[config.mk]
export PLATFORM = sky130hd
export DESIGN_NAME = jpeg_exif_segment_locator
export DESIGN_NICKNAME = d
export VERILOG_FILES = /design/src/rtl/jesl_pkg.sv /design/src/rtl/jesl_tiff_check.sv /design/src/rtl/jpeg_exif_segment_locator.sv
export VERILOG_INCLUDE_DIRS = /design/src /design/src/rtl
export SDC_FILE = /design/constraint.sdc
export NUM_CORES = 1
export LEC_CHECK = 0
export ABC_AREA = 1
export ABC_CLOCK_PERIOD_IN_PS = 6200
export BUFFER_PORTS_ARGS = -buffer_cell sky130_fd_sc_hd__buf_4
export CORE_UTILIZATION = 49
export CTS_BUF_LIST = sky130_fd_sc_hd__clkbuf_4 sky130_fd_sc_hd__clkbuf_8
export DETAILED_ROUTE_END_ITERATION = 6
export GPL_ROUTABILITY_DRIVEN = 1
export PLACE_DENSITY = 0.78
export SYNTH_ARGS = -nofsm -noshare
export SYNTH_HDL_FRONTEND = slang
export SYNTH_SLANG_ARGS = --single-unit
[constraint.sdc]
create_clock -name clk -period 6.2 [get_ports clk]
set_input_delay 0.31 -clock clk [delete_from_list [all_inputs] [get_ports clk]]
set_output_delay 0.31 -clock clk [all_outputs]
set_load 0.03 [all_outputs]
[src/rtl/jpeg_exif_segment_locator_macros.svh]
// Assertion helpers used by the locator's top-level RTL file.
`ifndef JPEG_EXIF_SEGMENT_LOCATOR_MACROS_SVH
`define JPEG_EXIF_SEGMENT_LOCATOR_MACROS_SVH

`ifndef SYNTHESIS
`define ASSERT_IMPLIES(lbl, ante, cons, msg) \
  lbl: assert property (@(posedge clk) disable iff (rst) (ante) |-> (cons)) \
    else $error(msg);
`define ASSERT_NEXT(lbl, ante, cons, msg) \
  lbl: assert property (@(posedge clk) disable iff (rst) (ante) |=> (cons)) \
    else $error(msg);
`else
`define ASSERT_IMPLIES(lbl, ante, cons, msg)
`define ASSERT_NEXT(lbl, ante, cons, msg)
`endif

`endif

[src/rtl/jesl_pkg.sv]
package jesl_pkg;

  localparam int unsigned DefaultWindowBytes = 128 * 1024;
  localparam int unsigned MinFileBytes = 10;
  localparam int unsigned MinTiffBytes = 14;
  localparam int unsigned ExifHeadBytes = 8;

  localparam logic [7:0] MK_FILL = 8'hFF;
  localparam logic [7:0] MK_SOI  = 8'hD8;
  localparam logic [7:0] MK_EOI  = 8'hD9;
  localparam logic [7:0] MK_RST0 = 8'hD0;
  localparam logic [7:0] MK_RST7 = 8'hD7;
  localparam logic [7:0] MK_SOS  = 8'hDA;
  localparam logic [7:0] MK_APP1 = 8'hE1;

  localparam logic [7:0] BO_INTEL    = 8'h49;
  localparam logic [7:0] BO_MOTOROLA = 8'h4D;
  localparam logic [15:0] TIFF_MAGIC = 16'd42;

  localparam logic [7:0] EXIF_SIG [6] = '{8'h45, 8'h78, 8'h69, 8'h66, 8'h00, 8'h00};

  localparam logic [2:0] ST_EXIF      = 3'd0;
  localparam logic [2:0] ST_SHORT     = 3'd1;
  localparam logic [2:0] ST_NOT_JPEG  = 3'd2;
  localparam logic [2:0] ST_NO_EXIF   = 3'd3;
  localparam logic [2:0] ST_BAD_TIFF  = 3'd4;

  typedef enum logic [2:0] {
    PH_SOI0,
    PH_SOI1,
    PH_MARK_FF,
    PH_MARK,
    PH_LEN_HI,
    PH_LEN_LO,
    PH_PAYLOAD,
    PH_DONE
  } phase_t;

  // Eight TIFF header bytes, entry 0 first in the file.
  typedef logic [7:0][7:0] hdr_t;

  typedef struct packed {
    logic [2:0]  status;
    logic [16:0] tiff_start;
    logic [15:0] tiff_length;
    logic        little_endian;
    logic [15:0] first_dir_offset;
  } tiff_res_t;

endpackage

[src/rtl/jesl_tiff_check.sv]
module jesl_tiff_check
  import jesl_pkg::*;
(
  input  hdr_t        hdr,
  input  logic [15:0] seg_len,
  input  logic [16:0] last_idx,
  output tiff_res_t   res
);

  logic [15:0] tlen;
  logic        is_le;
  logic        is_be;
  logic [15:0] magic;
  logic [31:0] off;

  always_comb begin
    tlen  = seg_len - 16'(ExifHeadBytes);
    is_le = (hdr[0] == BO_INTEL) && (hdr[1] == BO_INTEL);
    is_be = (hdr[0] == BO_MOTOROLA) && (hdr[1] == BO_MOTOROLA);
    if (is_le) begin
      magic = {hdr[3], hdr[2]};
      off   = {hdr[7], hdr[6], hdr[5], hdr[4]};
    end else begin
      magic = {hdr[2], hdr[3]};
      off   = {hdr[4], hdr[5], hdr[6], hdr[7]};
    end

    res = '0;
    res.status = ST_BAD_TIFF;
    if (tlen >= 16'(MinTiffBytes) && (is_le || is_be) && magic == TIFF_MAGIC &&
        off < {16'd0, tlen}) begin
      res.status           = ST_EXIF;
      // The segment payload ends at last_idx; TIFF data follows the six-byte signature.
      res.tiff_start       = last_idx + 17'd9 - {1'b0, seg_len};
      res.tiff_length      = tlen;
      res.little_endian    = is_le;
      res.first_dir_offset = off[15:0];
    end
  end

endmodule

[src/rtl/jpeg_exif_segment_locator.sv]
// Channel   Handshake                   Payload
// data      data_valid / data_ready     data_byte, last
// result    result_valid / result_ready status, tiff_start, tiff_length,
//                                       little_endian, first_dir_offset
//
// One byte is taken per cycle while data_ready is high; its result, if any, shows the next cycle.
// The marker walk and the TIFF header check both close in the byte's own cycle.
// data_ready drops only while a result waits and result_ready is low.
// rst is synchronous and returns the scanner to the start-of-image check.
`include "jpeg_exif_segment_locator_macros.svh"

module jpeg_exif_segment_locator
  import jesl_pkg::*;
#(
  parameter int unsigned WINDOW_BYTES = DefaultWindowBytes
) (
  input  logic        clk,
  input  logic        rst,
  input  logic        data_valid,
  output logic        data_ready,
  input  logic [7:0]  data_byte,
  input  logic        last,
  output logic        result_valid,
  input  logic        result_ready,
  output logic [2:0]  status,
  output logic [16:0] tiff_start,
  output logic [15:0] tiff_length,
  output logic        little_endian,
  output logic [15:0] first_dir_offset
);

  localparam int unsigned PosW = $clog2(WINDOW_BYTES + 1);
  localparam logic [PosW-1:0] WinEnd = PosW'(WINDOW_BYTES);

  phase_t          phase, phase_next;
  logic [PosW-1:0] pos, pos_next;
  logic [7:0]      marker, marker_next;
  logic [15:0]     seg_len, seg_len_next;
  logic [15:0]     seen, seen_next;
  logic            sig_ok, sig_ok_next;
  logic            soi_ok, soi_ok_next;
  hdr_t            hdr, hdr_next;
  logic            done, done_next;

  logic            accept;
  logic            active;
  logic [PosW-1:0] pos_inc;
  logic            app1;
  logic            sig_ok_eff;
  logic            seg_end;
  logic            judge_fire;
  logic            emit;
  tiff_res_t       judge_res;
  tiff_res_t       res_next;
  tiff_res_t       res;

  assign data_ready = !result_valid || result_ready;
  assign accept     = data_valid && data_ready;

  jesl_tiff_check u_tiff_check (
    .hdr      (hdr),
    .seg_len  (seg_len),
    .last_idx (17'(pos)),
    .res      (judge_res)
  );

  // Shared decode of the current byte.
  always_comb begin
    active     = !done && (pos < WinEnd);
    pos_inc    = active ? pos + PosW'(1) : pos;
    app1       = (marker == MK_APP1) && (seg_len >= 16'(ExifHeadBytes));
    sig_ok_eff = sig_ok;
    if (app1 && seen < 16'd6 && data_byte != EXIF_SIG[seen[2:0]]) begin
      sig_ok_eff = 1'b0;
    end
    seg_end    = (seen + 16'd1) == (seg_len - 16'd2);
    judge_fire = active && phase == PH_PAYLOAD && seg_end && app1 && sig_ok_eff;
  end

  // Marker walk.
  always_comb begin
    phase_next = phase;
    if (active) begin
      case (phase)
        PH_SOI0:    phase_next = (data_byte == MK_FILL) ? PH_SOI1 : PH_DONE;
        PH_SOI1:    phase_next = (data_byte == MK_SOI) ? PH_MARK_FF : PH_DONE;
        PH_MARK_FF: phase_next = (data_byte == MK_FILL) ? PH_MARK : PH_DONE;
        PH_MARK: begin
          if (data_byte == MK_FILL) begin
            phase_next = PH_MARK;
          end else if (data_byte inside {MK_SOI, MK_EOI, [MK_RST0:MK_RST7]}) begin
            phase_next = PH_MARK_FF;
          end else if (data_byte == MK_SOS) begin
            phase_next = PH_DONE;
          end else begin
            phase_next = PH_LEN_HI;
          end
        end
        PH_LEN_HI: phase_next = PH_LEN_LO;
        PH_LEN_LO: begin
          if ({seg_len[15:8], data_byte} < 16'd2) begin
            phase_next = PH_DONE;
          end else if ({seg_len[15:8], data_byte} == 16'd2) begin
            phase_next = PH_MARK_FF;
          end else begin
            phase_next = PH_PAYLOAD;
          end
        end
        PH_PAYLOAD: begin
          if (seg_end) begin
            phase_next = judge_fire ? PH_DONE : PH_MARK_FF;
          end
        end
        default: phase_next = PH_DONE;
      endcase
    end
    if (last) begin
      phase_next = PH_SOI0;
    end
  end

  // Datapath registers and the result of this byte.
  always_comb begin
    pos_next     = pos_inc;
    marker_next  = marker;
    seg_len_next = seg_len;
    seen_next    = seen;
    sig_ok_next  = sig_ok;
    soi_ok_next  = soi_ok;
    hdr_next     = hdr;
    done_next    = done || judge_fire;
    emit         = judge_fire;
    res_next     = judge_res;

    if (active) begin
      case (phase)
        PH_SOI1: begin
          if (data_byte == MK_SOI) begin
            soi_ok_next = 1'b1;
          end
        end
        PH_MARK: marker_next = data_byte;
        PH_LEN_HI: seg_len_next = {data_byte, 8'd0};
        PH_LEN_LO: begin
          seg_len_next = {seg_len[15:8], data_byte};
          seen_next    = '0;
          sig_ok_next  = 1'b1;
          hdr_next     = '0;
        end
        PH_PAYLOAD: begin
          sig_ok_next = sig_ok_eff;
          if (app1 && seen >= 16'd6 && seen < 16'd14) begin
            hdr_next[3'(seen - 16'd6)] = data_byte;
          end
          seen_next = seen + 16'd1;
        end
        default: begin
        end
      endcase
    end

    if (last) begin
      if (!done && !judge_fire) begin
        emit     = 1'b1;
        res_next = '0;
        if (pos_inc < PosW'(MinFileBytes)) begin
          res_next.status = ST_SHORT;
        end else if (!(soi_ok || soi_ok_next)) begin
          res_next.status = ST_NOT_JPEG;
        end else begin
          res_next.status = ST_NO_EXIF;
        end
      end
      pos_next     = '0;
      marker_next  = '0;
      seg_len_next = '0;
      seen_next    = '0;
      sig_ok_next  = 1'b1;
      soi_ok_next  = 1'b0;
      hdr_next     = '0;
      done_next    = 1'b0;
    end
  end

  always_ff @(posedge clk) begin
    if (rst) begin
      phase   <= PH_SOI0;
      pos     <= '0;
      marker  <= '0;
      seg_len <= '0;
      seen    <= '0;
      sig_ok  <= 1'b1;
      soi_ok  <= 1'b0;
      hdr     <= '0;
      done    <= 1'b0;
    end else if (accept) begin
      phase   <= phase_next;
      pos     <= pos_next;
      marker  <= marker_next;
      seg_len <= seg_len_next;
      seen    <= seen_next;
      sig_ok  <= sig_ok_next;
      soi_ok  <= soi_ok_next;
      hdr     <= hdr_next;
      done    <= done_next;
    end
  end

  always_ff @(posedge clk) begin
    if (rst) begin
      result_valid <= 1'b0;
    end else if (accept && emit) begin
      result_valid <= 1'b1;
    end else if (result_ready) begin
      result_valid <= 1'b0;
    end
  end

  always_ff @(posedge clk) begin
    if (accept && emit) begin
      res <= res_next;
    end
  end

  assign status           = res.status;
  assign tiff_start       = res.tiff_start;
  assign tiff_length      = res.tiff_length;
  assign little_endian    = res.little_endian;
  assign first_dir_offset = res.first_dir_offset;

  `ASSERT_IMPLIES(a_done_phase, done, phase == PH_DONE,
                  "result given but scanner not stopped")
  `ASSERT_IMPLIES(a_pos_window, 1'b1, pos <= WinEnd,
                  "byte position ran past the window")
  `ASSERT_NEXT(a_judge_sets_done, accept && judge_fire && !last, done,
               "Exif result emitted without closing the file")
  `ASSERT_IMPLIES(a_exif_fields, result_valid && status == ST_EXIF,
                  tiff_length >= 16'(MinTiffBytes) && first_dir_offset < tiff_length,
                  "Exif result with inconsistent TIFF fields")
  `ASSERT_IMPLIES(a_fail_zero, result_valid && status != ST_EXIF,
                  tiff_start == '0 && tiff_length == '0 && first_dir_offset == '0 &&
                  !little_endian,
                  "failure result carries nonzero fields")

endmodule
==> metrics, run 1 <==
Avg WL per Cell 15.56 um; clock network power share 0.352; initial antenna violation count 0; mapped cell area 10,900 sq um; Worst VDD drop 155.6 uV; Slew @ Worst Pin 1.146 ns; Syn Area/Cell 7.379 sq um; required time worst endpoint between 6 and 7 ns; Buf+Inv Stages, Crit Path 3; total gr overflow 0; WL final about 28,000 um; worst reg-to-reg path cell count 19; Lkg Pwr 4.791 nW; first-pass GRT wire length 45,290 um; switching power total between 0.0007 and 0.0008 W; Post-synth EDFFs 53; post-CTS sizing 0; total negative slack 0 ns; post-route ant nets 0; power per cell area roughly 200 nW/um^2; Synth area leaders dfxtp_1 (24%), edfxtp_1 (15%), nand2_1 (11%), a21oi_1 (7.6%), nand3_1 (6.3%); share of layout cells above drive strength 1 0.1097; clk buf depth 2; H-Tree Depth 4; CP peak stage delay about 0.59 ns; HPWL after DPL 21,060 um; post-synth top area share 0.2369; Int Power between 0.0015 and 0.002 W; Num CTS Buffers 17; IO Pins 68; Site Rows 54; largest net degree at the start of global routing 95; period utilization 0.6593; relative slew slack 0.2299; NumNets Final 1,596; die area 22,840 sq um; hold depth 4; cell mode on critical path nor2_1; Crit path max-delay family compound AO/OA/AOI/OAI gates; postcts setup bufs 0; sequential cell fraction of total power 0.515; CTS tree built; clock sinks 182; RSZ-0062 raised after global routing false; Core Area 21,820 sq um; vias in the first global route 8,938; Post-Synthesis Cells 1,477; synth warn 0; Critical Path Start hdr[0]; CP max stage cell inv_1; skew final 0.01757 ns; Net Sw Frac 0.3108; Max-cap violations 0; combinational power share 0.133; Syn Nets 1,546; Hold WC Path Type input port to register; Arrival @ worst endpoint roughly 4.4 ns; Area Growth Syn to Fin 9.792%; WHS Endpoint result_valid; biggest area consumer among synthesized cells dfxtp_1; worst skew pair latency 0.48 ns; Via-to-Cell Ratio 5.554; crit path kind register to register; post-layout util 0.5483; Final Hold Fails 0; Distinct cells, synth 46; gr usage total 0.2528; Reg2Reg Capture Point tiff_length[0]; Synth Flop Type dfxtp_1; CP startpoint kind register; most frequent cells in the layout nand2_1 (320), nor2_1 (165), a21oi_1 (165); routability cong. 0.9587; critical-path cell list inv_1, nor2_1, nand3_1, nor2_1, nand2_1, inv_1, nor2_1, a21oi_1, ha_1, a21oi_1, nor2_1, a211oi_1, o211ai_1, a21oi_1, o21ai_1, a21oi_1, nand2_2, buf_4, nor2_1; Period minus WS final between 4 and 5 ns; Layout Cells excl Fill 1,820; Pins Over Slew Limit 0; Seq/Total Area, Yosys 0.3830; Tot Pwr 0.002450 W; CP Max Fanout 48; DIE HEIGHT 151.1 um; Die W roughly 150 um; run status finished with violations; worst hold start result_ready; FF-to-FF Start hdr[0]; Antenna diodes 0; worst reg2reg setup slack 2.11 ns; Max Fclk 244.6 MHz; #FFs+latches synth 182; FFs w/ async S/R, synth 0; register clock-pin slew on the reported worst setup and hold paths 0.11 ns; CP endpoint kind register; via count 10,110; initial core utilization 0.4994; Setup Viol. Count Final 0; DRC Markers 1; Placed Cells 1,788; Clock Tree Root clkbuf_8; failing checks DRC; DR pass1 iterations 7; DR iter-0 viols between 900 and 1,000; # hold bufs at CTS 0; PortBufs 67; most common cell after layout, fill and taps aside nand2_1
## cells in the mapped netlist, types with 18 or more instances
cell type,instances
a21oi_1,165
clkbuf_1,23
dfxtp_1,129
edfxtp_1,53
ha_1,55
inv_1,157
nand2_1,320
nand3_1,138
nand4_1,18
nor2_1,165
nor2_4,28
nor3_1,32
o21ai_0,25
xor2_1,33
## power groups by stage
stage               logic [W]  clock network (W)  registers [W]
floorplan            0.000202                  0        0.00131
global placement     0.000315                  0        0.00129
detailed placement   0.000320                  0        0.00129
CTS                  0.000322           0.000879        0.00126
global route         0.000357           0.000919        0.00127
finish               0.000327           0.000862        0.00126
## sequential cells by signal, summed over array words and instances (netlist names)
register	flops
phase	3
first_dir_offset	16
tiff_length	16
seg_len	16
pos	18
done	1
tiff_start	17
little_endian	1
soi_ok	1
marker	8
result_valid	1
sig_ok	1
seen	16
status	3
hdr	64
## worst max path at each step
stage,to,cells after the start
finish,tiff_length[0],19
global route,first_dir_offset[1],19
CTS,tiff_length[0],19
detailed placement,first_dir_offset[1],19
global placement,tiff_start[14],16
floorplan,first_dir_offset[0],14
## stage by stage
stage	setup slack, ns	instance area (sq um)	hold slack [ns]
2_1_floorplan	2.805	10900	0.4301
3_3_place_gp	2.471	11530	0.4457
3_5_place_dp	2.257	11530	0.4530
4_1_cts	2.157	11970	0.1742
5_1_grt	1.720	11970	0.2002
6_report	2.112	11970	0.2005
## layer usage
layer	wire length (um)	track usage	up-vias
li1	-	-	4984
met1	12590	0.3526	4660
met2	12790	0.4028	427
met3	2505	0.04910	37
met4	441	0.05650	0
met5	0	0	-
## worst register-to-register path: cells and delay by family, from the launching register on
kind,cells,cell delay (ns)
and+or+nand+nor,8,0.95
DFF,1,0.34
buffers and inverters,3,1.00
adders and majority gates,1,0.29
AOI/OAI and AO/OA,7,1.34
## area by class of cell
| cell class | instances | area, sq um |
|---|---|---|
| Clock inverter | 15 | 200.2 |
| Inverter | 165 | 619.3 |
| Timing Repair Buffer | 75 | 563.0 |
| Sequential cell | 182 | 4174 |
| Clock buffer | 17 | 234.0 |
| Fill cell | 2053 | 9857 |
| Multi-Input combinational cell | 1086 | 5826 |
| Tap cell | 280 | 350.3 |
## cells by family (layout without fill, tap and decap cells)
kind of cell / count (synthesis) / after routing / synth area share
XOR/XNOR: 47 / 47 / 0.03846
flip-flops: 182 / 182 / 0.3830
adder cells (fa/ha/maj): 56 / 56 / 0.06498
AO/OA/AOI/OAI: 236 / 236 / 0.1153
buffers and inverters: 209 / 272 / 0.08323
AND/OR/NAND/NOR: 747 / 747 / 0.3151
No activity file was read; power rests on OpenSTA's default activity.
==> inputs of run 2 (changes only) <==
ABC_CLOCK_PERIOD_IN_PS = 3900   (was 6200)
clock period = 3.9 ns   (was 6.2 ns; I/O delays follow)
==> run 2 against run 1 <==
Effect of this change:
- non-clock buffer count up 18
- final area is 1.1% higher
- die area stayed put
- cell count increased by 0.99%
- sequential power rose by 59%
- combinational power up 61%
- first-iteration DRC count grew 9.0%
- the flow now finishes without violations
- count of clock-buffer cells in the layout stayed put
- worst setup slack lost 1.7 ns
- critical endpoint is now first_dir_offset[4]
- register-to-register slack lost 1.7 ns
- critical path type unchanged
- routed wire length rose by 3.0%
==> metrics, run 2 (same netlist as run 1, synthesis figures left out) <==
setup slack after layout 0.4108 ns; CP startpoint kind register; Setup Viol. Count Final 0; Worst VDD drop 209.8 uV; clk buf depth 2; CTS tree built; RSZ-0062 raised after global routing false; Clock Tree Root clkbuf_8; DRC Markers 0; Layout Cells excl Fill around 1,800; post-route ant nets 0; Arrival @ worst endpoint 3.83 ns; # hold bufs at CTS 0; PortBufs between 60 and 70; total gr overflow 0; relative slew slack 0.3526; CP endpoint kind register; H-Tree Depth 4; initial antenna violation count 0; Die W 151.1 um; Int Power between 0.002 and 0.003 W; DR iter-0 viols ~1,100; total negative slack 0 ns; power per cell area 318.9 nW/um^2; via count 10,090; Area Growth Syn to Fin 10.98%; switching power total between 0.001 and 0.0015 W; Hold WC Path Type input port to register; DIE HEIGHT 151.1 um; Slew @ Worst Pin 0.9711 ns; first-pass GRT wire length 45,930 um; die area 22,840 sq um; Max Fclk 286.6 MHz; vias in the first global route 9,047; Period minus WS final 3.489 ns; Most flops, register hdr; most common cell after layout, fill and taps aside nand2_1; run status completed; CP Max Fanout 48; worst skew pair latency 0.49 ns; WL final 29,180 um; Placed Cells 1,806; Via-to-Cell Ratio 5.488; DR pass1 iterations 6; Post-Place Setup Slack about 0.29 ns; register clock-pin slew on the reported worst setup and hold paths 0.12 ns; initial core utilization 0.4994; Core Area 21,820 sq um; clock sinks 182; skew final 0.01934 ns; required time worst endpoint approximately 4.2 ns; NumNets Final roughly 1,600; most frequent cells in the layout nand2_1 (320), nor2_1 (165), a21oi_1 (165); gr usage total 0.2580; period utilization 0.8947; share of layout cells above drive strength 1 0.1207; crit path kind register to register; combinational power share 0.137; Num CTS Buffers 17; Net Sw Frac 0.3181; routability cong. ~0.93; Pins Over Slew Limit 0; Lkg Pwr 4.870 nW; IO Pins a little under 70; Site Rows 54; Max-cap violations 0; Final Hold Fails 0; sequential cell fraction of total power 0.520; HPWL after DPL 21,780 um; max FFs per register 64; clock network power share 0.344; hold_ws 0.03807 ns; Avg WL per Cell 15.87 um; postcts setup bufs 0; largest net degree at the start of global routing 89; Antenna diodes 0
[run 2: path summary, 6_finish.rpt]
kind / start / end / slack (ns) / cells after the start
setup / recovery: hdr[0] / first_dir_offset[4] / 0.41 / 19
hold / removal: result_ready / result_valid / 0.04 / 4
setup reg to reg: hdr[0] / first_dir_offset[4] / 0.41 / 19
hold reg to reg: marker[4] / marker[4] / 0.47 / 2
[run 2: layer usage]
layer | global-route usage | vias to the layer above | wire (um)
met3 | 0.04337 | 50 | 2349
li1 | - | 5019 | -
met2 | 0.4108 | 457 | 13370
met4 | 0.07450 | 0 | 604
met5 | 0 | - | 0
met1 | 0.3578 | 4561 | 12850
[run 2: final cells by class]
class / count / area, sq um
Timing Repair Buffer: 93 / 714.4
Tap cell: 280 / 350.3
Fill cell: 2066 / 9728
Clock buffer: 17 / 234.0
Sequential cell: 182 / 4174
Clock inverter: 15 / 173.9
Inverter: 165 / 623.1
Multi-Input combinational cell: 1086 / 5826
[run 2: what timing repair did]
item | in CTS | in global routing
endpoints found under the hold margin | 0 | 0
resized for setup | 0 | 2
endpoints found under the setup margin | 0 | 48
[run 2: power by group through the flow]
stage	clock [W]	combinational, W	sequential, W
finish	0.00133	0.000528	0.00200
global route	0.00140	0.000580	0.00201
CTS	0.00134	0.000520	0.00200
detailed placement	0	0.000516	0.00205
global placement	0	0.000510	0.00205
floorplan	0	0.000320	0.00209
[run 2: stage by stage]
step	instance area [sq um]	utilization	power (W)
CTS	12090	0.5539	0.003861
global placement	11680	0.5352	0.002556
finish	12100	0.5542	0.003858
global route	12100	0.5542	0.003990
detailed placement	11680	0.5352	0.002563
floorplan	10900	-	0.002410
[run 2: worst max-delay path, cell delays in order (launching register included)]
cell and delay (ns):
dfxtp_1 0.35, inv_1 0.05, nor2_1 0.13, nand3_1 0.08
nor2_1 0.15, nand2_1 0.15, clkinvlp_4 0.22, nor2_1 0.06
a21oi_1 0.28, ha_1 0.32, a21oi_1 0.13, nor2_1 0.05
a211oi_1 0.17, o211ai_1 0.13, a21oi_1 0.19, o21ai_1 0.09
a21oi_1 0.21, nand2_2 0.08, buf_6 0.27, nor2_1 0.19
==> inputs of run 3 (changes only) <==
ABC_AREA = default   (was 1)
SKIP_LAST_GASP = 1   (was default)
==> run 3 against run 2 <==
Effect of this change:
- utilization rose by 2.1 points
- fmax shrank 4.9%
- routed wire length decreased by 2.2%
==> metrics, run 3 <==
RSZ-0062 raised after global routing false; Antenna diodes 0; clk buf depth 2; Max Fclk 272.6 MHz; initial antenna violation count 0; synth warn 0; FF-to-FF Start seg_len[4]; Lkg Pwr between 4 and 5 nW; Arrival @ worst endpoint 4.03 ns; Most flops, register hdr; relative slew slack 0.2879; biggest area consumer among synthesized cells dfxtp_1; CP endpoint kind register; Post-synth EDFFs 53; Tot Pwr 0.003790 W; share of layout cells above drive strength 1 0.1433; hold depth 3; Die W 147.6 um; post-layout util 0.5750; library cell with the highest instance count after synthesis nor2_1; Reg2Reg Capture Point tiff_start[12]; post-route ant nets 0; DIE HEIGHT ~150 um; FFs w/ async S/R, synth 0; combinational power share 0.107; Seq/Total Area, Yosys 0.4019; run status completed; Net Sw Frac 0.3065; NumNets Final 1,326; Hold WC Path Type input port to register; most common cell after layout, fill and taps aside nor2_1; Final Hold Fails 0; DRC Markers 0; CTS tree built; HPWL after DPL 20,400 um; initial core utilization 0.5067; worst skew pair latency slightly above 0.5 ns; Pins Over Slew Limit 0; clock sinks 182; worst hold start result_ready; Avg WL per Cell 18.53 um; Slew @ Worst Pin 1.068 ns; total gr overflow 0; gr usage total 0.2658; Synth area leaders dfxtp_1 (25%), edfxtp_1 (15%), nor2_1 (7.8%), ha_1 (6.6%), a22oi_1 (5.8%); switching power total 0.001161 W; Syn Area/Cell between 8 and 9 sq um; Distinct cells, synth 83; H-Tree Depth 4; postcts setup bufs 0; CP Max Fanout 46; die area 21,780 sq um; Worst VDD drop 203.3 uV; vias in the first global route ~8,500; worst reg-to-reg path cell count 13; period utilization 0.9405; WHS Endpoint result_valid; Synth Flop Type dfxtp_1; CP startpoint kind register; clock network power share 0.366; via count 9,376; Post-Synthesis Cells 1,191; Core Area slightly above 20,000 sq um; max FFs per register 64; required time worst endpoint between 4 and 5 ns; Site Rows 52; sequential cell fraction of total power 0.527; Max-cap violations 0; routability cong. 1.021; Area Growth Syn to Fin 13.48%; mapped cell area between 10,000 and 15,000 sq um; most frequent cells in the layout nor2_1 (214), dfxtp_1 (129), buf_4 (105); WL final 28,540 um; IO Pins 68; Via-to-Cell Ratio 6.088; skew final 0.01602 ns; #FFs+latches synth 182; PortBufs 67; DR iter-0 viols 1,048; largest net degree at the start of global routing 102; post-synth top area share 0.2487; Int Power 0.002628 W; power per cell area 321.6 nW/um^2; Period minus WS final 3.668 ns; register clock-pin slew on the reported worst setup and hold paths 0.12 ns; crit path kind register to register; Setup Viol. Count Final 0; first-pass GRT wire length 45,560 um; Clock Tree Root clkbuf_8; top cells by count, synth nor2_1 (215), dfxtp_1 (129), a22oi_1 (80), a21oi_1 (72), ha_1 (55); DR pass1 iterations 6; Syn Nets between 1,000 and 1,500; Num CTS Buffers 17; worst reg2reg setup slack about 0.23 ns; total negative slack 0 ns
[run 3: cell count changes in the layout (fill, tap and decap cells not counted), moves of 14 or more]
cell	before	now
a22oi_1	0	80
buf_4	91	105
nor2_1	165	214
nor2b_1	0	25
o21ai_0	25	41
and3_1	0	16
a21oi_1	165	72
nand2_1	320	47
inv_1	155	39
xor2_1	33	17
nor2_4	28	1
mux2_2	0	16
nand3_1	138	24
xnor2_1	13	46
[run 3: area by class of cell]
type	instances	area [sq um]
fillers	1770	8710
multi-input cells	907	5841
flip-flops and latches	182	4174
repair buffers	108	838.3
well taps	270	337.8
clock buffers	17	234.0
clock inverters	15	206.4
inverters	41	153.9
[run 3: per-stage QoR]
step | setup slack [ns] | cells | hold WS, ns | area (sq um)
after global placement | 0.3159 | 1507 | 0.4590 | 11320
after floorplan | 0.2708 | 1191 | 0.3566 | 10390
after detailed placement | 0.2312 | 1507 | 0.4723 | 11320
final | 0.2321 | 1540 | 0.02655 | 11790
after CTS | 0.1971 | 1540 | 0.02215 | 11770
after global routing | 0.05157 | 1540 | 0.05810 | 11790
[run 3: critical path: stages (launching register included)]
cell	delay (ns)
dfxtp_1	0.40
inv_1	0.18
ha_1	0.32
nand4_1	0.17
or3_1	0.35
xnor2_1	0.39
ha_1	0.32
nand4_1	0.12
nor3_1	0.08
and2_1	0.18
a2111oi_4	0.43
o211ai_4	0.17
buf_12	0.21
nor3b_2	0.18
[run 3: logic make-up (layout without fill, tap and decap cells)]
family / count (synthesis) / in the layout / share of synthesized area
flops: 182 / 182 / 0.4019
fa+ha+maj: 56 / 56 / 0.06819
xor+xnor: 65 / 65 / 0.05747
simple gates: 493 / 493 / 0.2422
mux: 17 / 17 / 0.01831
compound gates: 276 / 276 / 0.1735
buf+inv: 102 / 181 / 0.03843
[run 3: worst max-delay path by stage]
stage | slack (ns) | cells after the start | from | endpoint
floorplan | 0.27 | 15 | hdr[1] | tiff_start[12]
global placement | 0.32 | 15 | hdr[1] | tiff_start[12]
detailed placement | 0.23 | 15 | hdr[1] | tiff_start[12]
CTS | 0.20 | 15 | hdr[1] | tiff_start[12]
global route | 0.05 | 13 | seg_len[4] | tiff_start[12]
finish | 0.23 | 13 | seg_len[4] | tiff_start[12]
[run 3: timing repair]
item	in CTS	in global routing
hold buffers	1	0
setup endpoints to repair	0	6
resized for setup	0	1
hold endpoints to repair	1	0
[run 3: power groups by stage]
stage          Sequential (W)  Combinational [W]  Clock [W]
2_1_floorplan         0.00209           0.000220          0
4_1_cts               0.00200           0.000401    0.00139
5_1_grt               0.00200           0.000437    0.00147
3_5_place_dp          0.00204           0.000396          0
3_3_place_gp          0.00204           0.000393          0
6_report              0.00200           0.000406    0.00139
[run 3: routing by layer]
layer,track usage,wire length (um),vias to the layer above,share of wire
met5,0,0,-,0
met4,0.08660,592,0,0.021
met3,0.05401,2561,57,0.090
met2,0.4075,12730,457,0.45
met1,0.3735,12650,4390,0.44
li1,-,-,4472,-
